===== config.mk =====
export PLATFORM = sky130hd
export DESIGN_NAME = adc_to_lcd_voltage_digits_top_flat
export DESIGN_NICKNAME = d
export VERILOG_FILES = /design/src/rtl/core/avd_pkg.sv /design/src/rtl/core/avd_if.sv /design/src/rtl/core/avd_scale.sv /design/src/rtl/core/avd_digit.sv /design/src/rtl/core/adc_to_lcd_voltage_digits_top.sv /design/src/flat_wrapper.sv
export SDC_FILE = /design/constraint.sdc
export NUM_CORES = 1
export LEC_CHECK = 0
export BUFFER_PORTS_ARGS = -buffer_cell sky130_fd_sc_hd__buf_2
export CAP_MARGIN = 25
export CELL_PAD_IN_SITES_DETAIL_PLACEMENT = 1
export CELL_PAD_IN_SITES_GLOBAL_PLACEMENT = 1
export CORE_UTILIZATION = 51
export CTS_BUF_LIST = sky130_fd_sc_hd__clkbuf_2
export CTS_CLUSTER_SIZE = 12
export DETAILED_ROUTE_END_ITERATION = 12
export PLACE_DENSITY = 0.86
export SETUP_SLACK_MARGIN = 0.4
export SYNTH_ARGS = -nofsm -noshare
export SYNTH_HDL_FRONTEND = slang
export SYNTH_HIERARCHICAL = 1
export SYNTH_SLANG_ARGS = --single-unit

===== constraint.sdc =====
create_clock -name i_clk -period 13.6 [get_ports i_clk]
set_clock_uncertainty 0.2 [all_clocks]
set_input_delay 2.72 -clock i_clk [delete_from_list [all_inputs] [get_ports i_clk]]
set_output_delay 2.72 -clock i_clk [all_outputs]
set_load 0.02 [all_outputs]

===== src/rtl/core/avd_pkg.sv =====
package avd_pkg;

    // field widths
    localparam int ADC_W = 10;
    localparam int LCD_W = 8;
    localparam int MV_W  = 13;
    localparam int POW_W = 14;
    localparam int DIG_W = 4;
    localparam int PROD_W = 24;

    // scaling constants
    localparam logic [MV_W-1:0]  FULL_SCALE_MV = 13'd5000;
    localparam logic [ADC_W-1:0] ADC_MAX_CODE  = 10'd1023;

    // display bytes
    localparam logic [LCD_W-1:0] CMD_LINE_ONE = 8'h80;
    localparam logic [LCD_W-1:0] CMD_LINE_TWO = 8'hC0;
    localparam logic [LCD_W-1:0] CHAR_POINT   = 8'h2E;
    localparam logic [LCD_W-1:0] CHAR_VOLT    = 8'h56;
    localparam logic [LCD_W-1:0] ASCII_ZERO   = 8'h30;

    // position within the seven-byte run
    typedef enum logic [2:0] {
        SLOT_CMD,
        SLOT_THOU,
        SLOT_POINT,
        SLOT_HUN,
        SLOT_TEN,
        SLOT_ONE,
        SLOT_VOLT
    } t_slot;

    // k times the decade weight of a digit slot, k a loop constant
    function automatic logic [POW_W-1:0] dec_multiple(t_slot s, int k);
        logic [POW_W-1:0] m;
        case (s)
            SLOT_THOU: m = POW_W'(k * 1000);
            SLOT_HUN:  m = POW_W'(k * 100);
            SLOT_TEN:  m = POW_W'(k * 10);
            default:   m = POW_W'(k);
        endcase
        return m;
    endfunction

endpackage


===== src/rtl/core/avd_if.sv =====
interface avd_in_if;
    import avd_pkg::*;

    logic             valid;
    logic             ready;
    logic [ADC_W-1:0] adc_sample;
    logic             channel;

    modport source (output valid, output adc_sample, output channel, input ready);
    modport sink   (input valid, input adc_sample, input channel, output ready);
endinterface

interface avd_out_if;
    import avd_pkg::*;

    logic             valid;
    logic             ready;
    logic [LCD_W-1:0] lcd_byte;
    logic             register_select;
    logic             last;

    modport source (output valid, output lcd_byte, output register_select, output last,
                    input ready);
    modport sink   (input valid, input lcd_byte, input register_select, input last,
                    output ready);
endinterface


===== src/rtl/core/avd_scale.sv =====
module avd_scale (
    input  logic [avd_pkg::ADC_W-1:0] i_sample,
    output logic [avd_pkg::MV_W-1:0]  o_mv
);
    import avd_pkg::*;

    logic [PROD_W-1:0] prod;
    logic [PROD_W-1:0] est;
    logic [PROD_W-1:0] back;
    logic [PROD_W-1:0] resid;
    logic [POW_W-1:0]  q0;

    // sample * 5000, then divide by 1023 as x/1024 * (1 + 1/1024 + ...)
    assign prod = PROD_W'(i_sample) * PROD_W'(FULL_SCALE_MV);
    assign est  = prod + (prod >> 10) + (prod >> 20);
    assign q0   = est[PROD_W-1:10];

    // estimate is low by at most one; fix with one compare
    assign back  = {q0, 10'b0} - PROD_W'(q0);
    assign resid = prod - back;
    assign o_mv  = MV_W'(q0 + POW_W'(resid >= PROD_W'(ADC_MAX_CODE)));

endmodule


===== src/rtl/core/avd_digit.sv =====
module avd_digit (
    input  avd_pkg::t_slot              i_slot,
    input  logic [avd_pkg::MV_W-1:0]    i_rem,
    output logic [avd_pkg::DIG_W-1:0]   o_digit,
    output logic [avd_pkg::MV_W-1:0]    o_rem
);
    import avd_pkg::*;

    logic [POW_W-1:0] taken;

    // parallel compares against k times the decade weight
    always_comb begin
        o_digit = '0;
        taken   = '0;
        for (int k = 1; k <= 9; k++) begin
            if (POW_W'(i_rem) >= dec_multiple(i_slot, k)) begin
                o_digit = DIG_W'(k);
                taken   = dec_multiple(i_slot, k);
            end
        end
        o_rem = i_rem - taken[MV_W-1:0];
    end

endmodule


===== src/rtl/core/adc_to_lcd_voltage_digits_top.sv =====
// Converter sample to character-display voltage readout.
// Input channel i_in: one beat carries a 10-bit sample and its channel bit.
// Output channel o_out: seven beats per sample, in order the cursor command
// (register_select low), then the characters "d.ddd" and 'V' (register_select
// high); last marks the 'V' beat.
// A sample passes through the input register and the sequencer before its
// first byte reaches the output register; the run then flows one byte per
// cycle while the receiver is ready, one seven-byte run per sample. An input
// register holds the next sample while a run is still going out, so runs
// follow each other back to back. The millivolt value is computed when a
// sample enters the sequencer; one decimal digit is taken off per digit slot.
// Reset clears the input, sequencer and output valid flags; nothing else
// needs clearing. When the receiver stalls, the output register holds its
// beat, the sequencer halts and the input register fills, then input ready
// drops until the sequencer can take the waiting sample.
module adc_to_lcd_voltage_digits_top (
    input  logic          i_clk,
    input  logic          i_rst_n,
    avd_in_if.sink        i_in,
    avd_out_if.source     o_out
);
    import avd_pkg::*;

    // input register
    logic             r_in_valid;
    logic [ADC_W-1:0] r_sample;
    logic             r_chan;

    // sequencer
    logic             r_busy;
    t_slot            r_slot;
    t_slot            n_slot;
    logic [MV_W-1:0]  r_rem;
    logic             r_schan;

    // output register
    logic             r_out_valid;
    logic [LCD_W-1:0] r_byte;
    logic             r_rs;
    logic             r_last;
    logic [LCD_W-1:0] n_byte;
    logic             n_rs;
    logic             n_last;

    logic             out_adv;
    logic             seq_step;
    logic             seq_done;
    logic             seq_load;
    logic             is_digit;
    logic [MV_W-1:0]  load_mv;
    logic [MV_W-1:0]  dig_rem;
    logic [DIG_W-1:0] dig;

    avd_scale u_scale (
        .i_sample (r_sample),
        .o_mv     (load_mv)
    );

    avd_digit u_digit (
        .i_slot  (r_slot),
        .i_rem   (r_rem),
        .o_digit (dig),
        .o_rem   (dig_rem)
    );

    // flow control
    assign out_adv  = !r_out_valid || o_out.ready;
    assign seq_step = r_busy && out_adv;
    assign seq_done = seq_step && (r_slot == SLOT_VOLT);
    assign seq_load = r_in_valid && (!r_busy || seq_done);
    assign i_in.ready = !r_in_valid || seq_load;

    assign is_digit = (r_slot == SLOT_THOU) || (r_slot == SLOT_HUN) ||
                      (r_slot == SLOT_TEN) || (r_slot == SLOT_ONE);

    // next slot
    always_comb begin
        case (r_slot)
            SLOT_CMD:   n_slot = SLOT_THOU;
            SLOT_THOU:  n_slot = SLOT_POINT;
            SLOT_POINT: n_slot = SLOT_HUN;
            SLOT_HUN:   n_slot = SLOT_TEN;
            SLOT_TEN:   n_slot = SLOT_ONE;
            SLOT_ONE:   n_slot = SLOT_VOLT;
            default:    n_slot = SLOT_CMD;
        endcase
    end

    // byte for the current slot
    always_comb begin
        n_rs   = 1'b1;
        n_last = 1'b0;
        case (r_slot)
            SLOT_CMD: begin
                n_byte = r_schan ? CMD_LINE_TWO : CMD_LINE_ONE;
                n_rs   = 1'b0;
            end
            SLOT_POINT: begin
                n_byte = CHAR_POINT;
            end
            SLOT_VOLT: begin
                n_byte = CHAR_VOLT;
                n_last = 1'b1;
            end
            default: begin
                n_byte = ASCII_ZERO + LCD_W'(dig);
            end
        endcase
    end

    // control state
    always_ff @(posedge i_clk) begin
        if (!i_rst_n) begin
            r_in_valid  <= 1'b0;
            r_busy      <= 1'b0;
            r_slot      <= SLOT_CMD;
            r_out_valid <= 1'b0;
        end else begin
            if (i_in.valid && i_in.ready) begin
                r_in_valid <= 1'b1;
            end else if (seq_load) begin
                r_in_valid <= 1'b0;
            end

            if (seq_load) begin
                r_busy <= 1'b1;
                r_slot <= SLOT_CMD;
            end else if (seq_done) begin
                r_busy <= 1'b0;
                r_slot <= SLOT_CMD;
            end else if (seq_step) begin
                r_slot <= n_slot;
            end

            if (seq_step) begin
                r_out_valid <= 1'b1;
            end else if (o_out.ready) begin
                r_out_valid <= 1'b0;
            end
        end
    end

    // payload
    always_ff @(posedge i_clk) begin
        if (i_in.valid && i_in.ready) begin
            r_sample <= i_in.adc_sample;
            r_chan   <= i_in.channel;
        end

        if (seq_load) begin
            r_rem   <= load_mv;
            r_schan <= r_chan;
        end else if (seq_step && is_digit) begin
            r_rem <= dig_rem;
        end

        if (seq_step) begin
            r_byte <= n_byte;
            r_rs   <= n_rs;
            r_last <= n_last;
        end
    end

    assign o_out.valid           = r_out_valid;
    assign o_out.lcd_byte        = r_byte;
    assign o_out.register_select = r_rs;
    assign o_out.last            = r_last;

endmodule


===== src/flat_wrapper.sv =====
// flat-port wrapper written by rule: the top's interface ports become plain ports
module adc_to_lcd_voltage_digits_top_flat import avd_pkg::*;
  (i_clk, i_rst_n, i_in_valid, i_in_adc_sample, i_in_channel, i_in_ready, o_out_valid, o_out_lcd_byte, o_out_register_select, o_out_last, o_out_ready);
  avd_in_if i_in_i ();
  avd_out_if o_out_i ();
  input  logic i_clk;
  input  logic i_rst_n;
  input wire logic [$bits(i_in_i.valid)-1:0] i_in_valid;
  input wire logic [$bits(i_in_i.adc_sample)-1:0] i_in_adc_sample;
  input wire logic [$bits(i_in_i.channel)-1:0] i_in_channel;
  output wire logic [$bits(i_in_i.ready)-1:0] i_in_ready;
  output wire logic [$bits(o_out_i.valid)-1:0] o_out_valid;
  output wire logic [$bits(o_out_i.lcd_byte)-1:0] o_out_lcd_byte;
  output wire logic [$bits(o_out_i.register_select)-1:0] o_out_register_select;
  output wire logic [$bits(o_out_i.last)-1:0] o_out_last;
  input wire logic [$bits(o_out_i.ready)-1:0] o_out_ready;
  assign i_in_i.valid = i_in_valid;
  assign i_in_i.adc_sample = i_in_adc_sample;
  assign i_in_i.channel = i_in_channel;
  assign i_in_ready = i_in_i.ready;
  assign o_out_valid = o_out_i.valid;
  assign o_out_lcd_byte = o_out_i.lcd_byte;
  assign o_out_register_select = o_out_i.register_select;
  assign o_out_last = o_out_i.last;
  assign o_out_i.ready = o_out_ready;
  adc_to_lcd_voltage_digits_top u_core (.i_clk(i_clk), .i_rst_n(i_rst_n), .i_in(i_in_i), .o_out(o_out_i));
endmodule

Word-level counts from Yosys, hierarchy flattened:

Cells that the tools add are included.

* input port bits: 15
* bits in registers: 41
* word-level logic and storage cells: 96
* output and inout port bits: 12

* equal/unequal tests: 6
* bitwise logic cells: 1
* add/subtract/negate cells: 7
* reductions and logical operators: 20
* $lt $le $gt $ge: 10
* multiplexer cells: 40
* $mul: 1

Operators by type and width (number)
* 13-bit case mux with 3 select lines: 4
* 13-bit two-way mux: 11
* 13-bit by 14-bit greater-or-equal comparator with 1-bit output: 8
* 12-bit case mux with 3 select lines: 2
* 14-bit case mux with 3 select lines: 1
* 11-bit case mux with 3 select lines: 1
* 4-bit two-way mux: 8
* 10-bit case mux with 3 select lines: 1
* 23-bit by 13-bit adder with 24-bit output: 1
* 24-bit by 3-bit adder with 24-bit output: 1
* 24-bit by 10-bit greater-or-equal comparator with 1-bit output, second input constant: 1
* 8-bit case mux with 3 select lines: 1
* 23-bit by 24-bit subtractor with 24-bit output: 1
* 24-bit by 14-bit subtractor with 24-bit output: 1
* 10-bit by 10-bit multiplier with 20-bit output, second input constant: 1
* 3-bit case mux with 6 select lines: 1
* 13-bit by 1-bit adder with 13-bit output: 1
* 13-bit by 10-bit greater-or-equal comparator with 1-bit output: 1
* 13-bit subtractor: 1
* 3-bit == test, second input constant: 3
* 1-bit two-way mux: 9
* 2-bit nonzero test: 4
* 6-bit by 4-bit adder with 7-bit output, first input constant: 1
* 7-bit two-way mux: 1
* 8 further kinds: 20

Depth between registers and ports, before layout:

* depth after elaboration: 15
* depth in mapped cells: 51
* mapped depth without buffers: 50

By module:

The synthesis kept the hierarchy.

Modules (own cells, without submodules)
* avd_scale: instances 1, sequential area each 0.0 µm², area an instance 4465.5 µm², cells each 572
* avd_digit: instances 1, sequential area each 0.0 µm², area an instance 2610.0 µm², cells each 362
* adc_to_lcd_voltage_digits_top: instances 1, sequential area each 1171.1 µm², area an instance 1685.4 µm², cells each 106

Worst setup path before layout:

Ideal clock, no wire load.

* kind: reg-to-reg
* start: register u_core.r_sample[5]
* end: register u_core.r_rem[12] (data pin)
* slack: 3.456 ns
* buffers on the path: 2
* setup time: 0.260 ns
* stages on the path, launching flop included: 46
* arrival time: 9.684 ns
* data required time: 13.140 ns
* period minus slack after synthesis: 10.144 ns
* cells stage by stage: edfxtp_1 inv_1 fa_1 inv_1 ha_1 inv_1 fa_1 inv_1 ha_1 ha_1 ha_1 a21oi_2 o21ai_2 inv_1 a21boi_1 o41a_1 a311oi_1 inv_1 [... 10 more ...] ha_1 clkbuf_1 a21oi_1 nor2_1 o21ai_0 a211oi_1 a211oi_1 o32a_1 o311a_1 xnor3_1 o2111ai_1 nand4b_1 ha_1 ha_1 nand3_1 nor4_2 xor2_1 mux2_2

* word-level cells in the longest chain between the ends: 8

Ends and longest elaborated chain
* start, declared: RTL line adc_to_lcd_voltage_digits_top.sv:26 `logic [ADC_W-1:0] r_sample;`
* start signal, assigned: RTL line adc_to_lcd_voltage_digits_top.sv:146 `r_sample <= i_in.adc_sample;`
* 10-bit by 10-bit multiplier with 20-bit output *: RTL line avd_scale.sv:14 `assign prod = PROD_W'(i_sample) * PROD_W'(FULL_SCALE_MV);`
* 23-bit by 13-bit adder with 24-bit output: RTL line avd_scale.sv:15 `assign est = prod + (prod >> 10) + (prod >> 20);`
* 24-bit by 3-bit adder with 24-bit output: RTL line avd_scale.sv:15
* 24-bit by 14-bit subtractor with 24-bit output: RTL line avd_scale.sv:19 `assign back = {q0, 10'b0} - PROD_W'(q0);`
* 23-bit by 24-bit subtractor with 24-bit output: RTL line avd_scale.sv:20 `assign resid = prod - back;`
* 24-bit by 10-bit greater-or-equal comparator with 1-bit output: RTL line avd_scale.sv:21 `assign o_mv = MV_W'(q0 + POW_W'(resid >= PROD_W'(ADC_MAX_CODE)));`
* 13-bit by 1-bit adder with 13-bit output *: RTL line avd_scale.sv:21
* via u_core.load_mv[12]: RTL line adc_to_lcd_voltage_digits_top.sv:50 `logic [MV_W-1:0] load_mv;`
* 13-bit two-way mux *: RTL line adc_to_lcd_voltage_digits_top.sv:150 `if (seq_load) begin`
* end signal, assigned: RTL line adc_to_lcd_voltage_digits_top.sv:151 `r_rem <= load_mv;`
* end signal, assigned: RTL line adc_to_lcd_voltage_digits_top.sv:154 `r_rem <= dig_rem;`
* end, declared: RTL line adc_to_lcd_voltage_digits_top.sv:33 `logic [MV_W-1:0] r_rem;`

The timed path passes the listed nets; every way through them passes the cells marked *.
A chain may end at the register's enable or synchronous reset.

Final worst setup path:

* start: register u_core.r_sample[3]
* end: register u_core.r_rem[8] (data pin)

The elaborated chain is that of the path after synthesis.

==> impl_metrics.yaml <==
die:
  die_h_um: 133
  num_rows: 47
  coreArea_um2: 16700
  die-area_um2: 17700
  io_pins: 27
  initial_utilization: 0.525
  chipWidth_um: 133
detailed_routing:
  first_pass_iters: 4
  antenna_left: 0
  wl_per_cell_um: 21.3
  wirelength_um: 27100
  drt_iter0_markers: 513
  drc_errors: 0
  vias_per_cell: 6.34
  vias: 8083
worst_setup_path:
  path_common_cell: "ha_1"
  ff2ff_setup_slack_ns: 1.75
  worst_r2r_path_depth: 45
  rr_endpoint: "u_core/r_rem[8]"
  cpPeakStageDelay_ns: 0.62
  crit_arrival_ns: 11.87
  r2r_start: "u_core/r_sample[3]"
  crit_fanout: 6
  worstSetupStartpointType: "register"
  crit_type: "reg -> reg"
  slowest_stage: "xnor2_1"
  critPathRequiredTime_ns: 13.62
  end_kind: "register"
timing:
  period_minus_slack_ns: 11.85
  grt_setup_unrepaired: "false"
  relSlewSlack: 0.437
  setup_viol: 0
  tightestPinTransition_ns: 0.841
  maxSlewViolCount: 0
  setup_tns_ns: 0
  timing.final.crit_share: 0.871
  hold_viol: 0
  clock.fmax_mhz: 84.4
run:
  cap_violations: 0
finish:
  final_common_cell: "ha_1"
  drive_gt1_frac: 0.107
  fin_nets: 1247
  synthToLayoutAreaGrowth_pct: 3.77
  final_cell_mix: "ha_1 (158), inv_1 (120), nor2_1 (76)"
global_routing:
  grt_overflow: 0
  grt_antenna_before_repair: 1
  grt_pass1_wl_um: 44400
  grtUsageTotal: 0.315
  grt_max_degree: 19
  grt_pass1_vias: 8508
yosys:
  synth.area.top_cells: "ha_1 (23%), edfxtp_1 (12%), inv_1 (5.1%), fa_1 (4.8%), a21oi_1 (3.6%)"
  yosysTopAreaCell: "ha_1"
  synthAdderAreaFrac: 0.276
  avgSynthCellArea_um2: 8.42
  synth_fp_nets: 1234
  ys_seq_area_frac: 0.134
  synth_top_area_frac: 0.226
  synth_top_flop_cell: "edfxtp_1"
  synth_compound_area_frac: 0.252
  synthSimpleGateAreaFrac: 0.189
  synth_top_family_by_area: "adder cells"
  ys_types: 111
  synth_mux_area_frac: 0.0270
  synth_edf_count: 35
  ys_warn_count: 6
  synth_cells: 1040
  synth_area_um2: 8760
  async_flop_share: 0
  synth_xor_area_frac: 0.0541
  synth_seq_cells: 41
outcome:
  status: "finished, final reports clean"
min_path:
  worst_hold_path.endpoint: "u_core/r_schan"
  hold_start: "u_core/r_chan"
  whs_path_depth: 0
  hold_class: "reg -> reg"
clock_tree:
  clock-root-buffer: "clkbuf_2"
  clk_latency_ns: 0.44
  clock_path_buffers: 2
  cts_tree: "yes"
  htreeDepth: 2
  numCtsBuffers: 5
  path_clk_slew_ns: 0.24
  post_cts_buffers: 0
  cts_sinks: 41
  cts_resized: 0
  hold_buffers: 0
placed_design:
  place.gp.congestion: 0.931
  port_buffers: 26
  place_hpwl_um: 22800
==> state kept, by name (all words and copies together) (netlist names), 3 cells and up <==
signal and count:
u_core/r_rem 13, u_core/o_out.lcd_byte 8, u_core/r_sample 10, u_core/r_slot 3
==> cell usage after synthesis (8+ instances only) <==
cell type and n:
nor3_1 24, nand3_1 21, fa_1 21, o21a_1 16, o211ai_1 9, a211oi_1 11
o21ai_0 45, a21oi_1 63, a21o_1 28, or3_1 10, clkbuf_1 14, inv_1 120
edfxtp_1 35, xnor2_1 34, nand2_1 64, nor2b_1 14, o2111ai_1 12, a31oi_1 12
xor2_1 12, o31ai_1 8, nand2b_1 17, nand4_1 15, ha_1 158, mux2_4 10
nor2_1 76
==> layout make-up <==
class                   instances  area, um2
repair buffers                 28        145
diodes                          1       2.50
multi-input cells             854       6990
clock inverters                 3       17.5
clock buffers                   5       25.0
fillers                      2087       7610
inverters                     123        465
well taps                     220        275
flip-flops and latches         41       1170
==> per-layer routing <==
layer / track usage / part of all wire / vias up
li1: - / - / 3863
met1: 0.379 / 0.42 / 3948
met2: 0.568 / 0.50 / 202
met3: 0.0261 / 0.036 / 70
met4: 0.142 / 0.038 / 0
met5: 0 / 0 / -
==> metrics by stage <==
step / std cells / cell area [um2] / util / worst slack (ns) / hold WS [ns]
after floorplan: 1040 / 8760 / - / 3.46 / 0.200
after global placement: 1266 / 9050 / 0.542 / 2.35 / 0.207
after detailed placement: 1266 / 9050 / 0.542 / 1.91 / 0.216
after CTS: 1274 / 9090 / 0.544 / 1.86 / 0.264
after global routing: 1275 / 9090 / 0.544 / 1.09 / 0.281
final: 1275 / 9090 / 0.544 / 1.75 / 0.256
==> worst max-delay path: cells and delay by family, from the launching register on <==
family,cells,cell delay (ns)
XOR/XNOR,2,0.72
AND/OR/NAND/NOR,7,1.46
buffers and inverters,6,0.53
flip-flops,1,0.51
AO/OA/AOI/OAI,17,3.68
adder cells (fa/ha/maj),12,4.22
multiplexers,1,0.27
==> worst max-delay path by stage <==
stage / start / end / slack, ns / cells after the start
floorplan: u_core/r_sample[5] / u_core/r_rem[12] / 3.46 / 45
global placement: u_core/r_sample[3] / u_core/r_rem[12] / 2.35 / 47
detailed placement: u_core/r_sample[5] / u_core/r_rem[8] / 1.91 / 44
CTS: u_core/r_sample[5] / u_core/r_rem[8] / 1.86 / 44
global route: u_core/r_sample[5] / u_core/r_rem[8] / 1.09 / 44
finish: u_core/r_sample[3] / u_core/r_rem[8] / 1.75 / 45
==> cell families (layout without fill, tap and decap cells) <==
family                   count (synthesis)  count (layout)
AO/OA/AOI/OAI                          298             298
XOR/XNOR                                50              50
adder cells (fa/ha/maj)                181             181
buffers and inverters                  145             159
flip-flops                              41              41
multiplexers                            18              18
other                                    0               1
AND/OR/NAND/NOR                        307             307
Power is not shown: default switching activity piles up to over one toggle a cycle in this logic, so the estimate is an artifact.
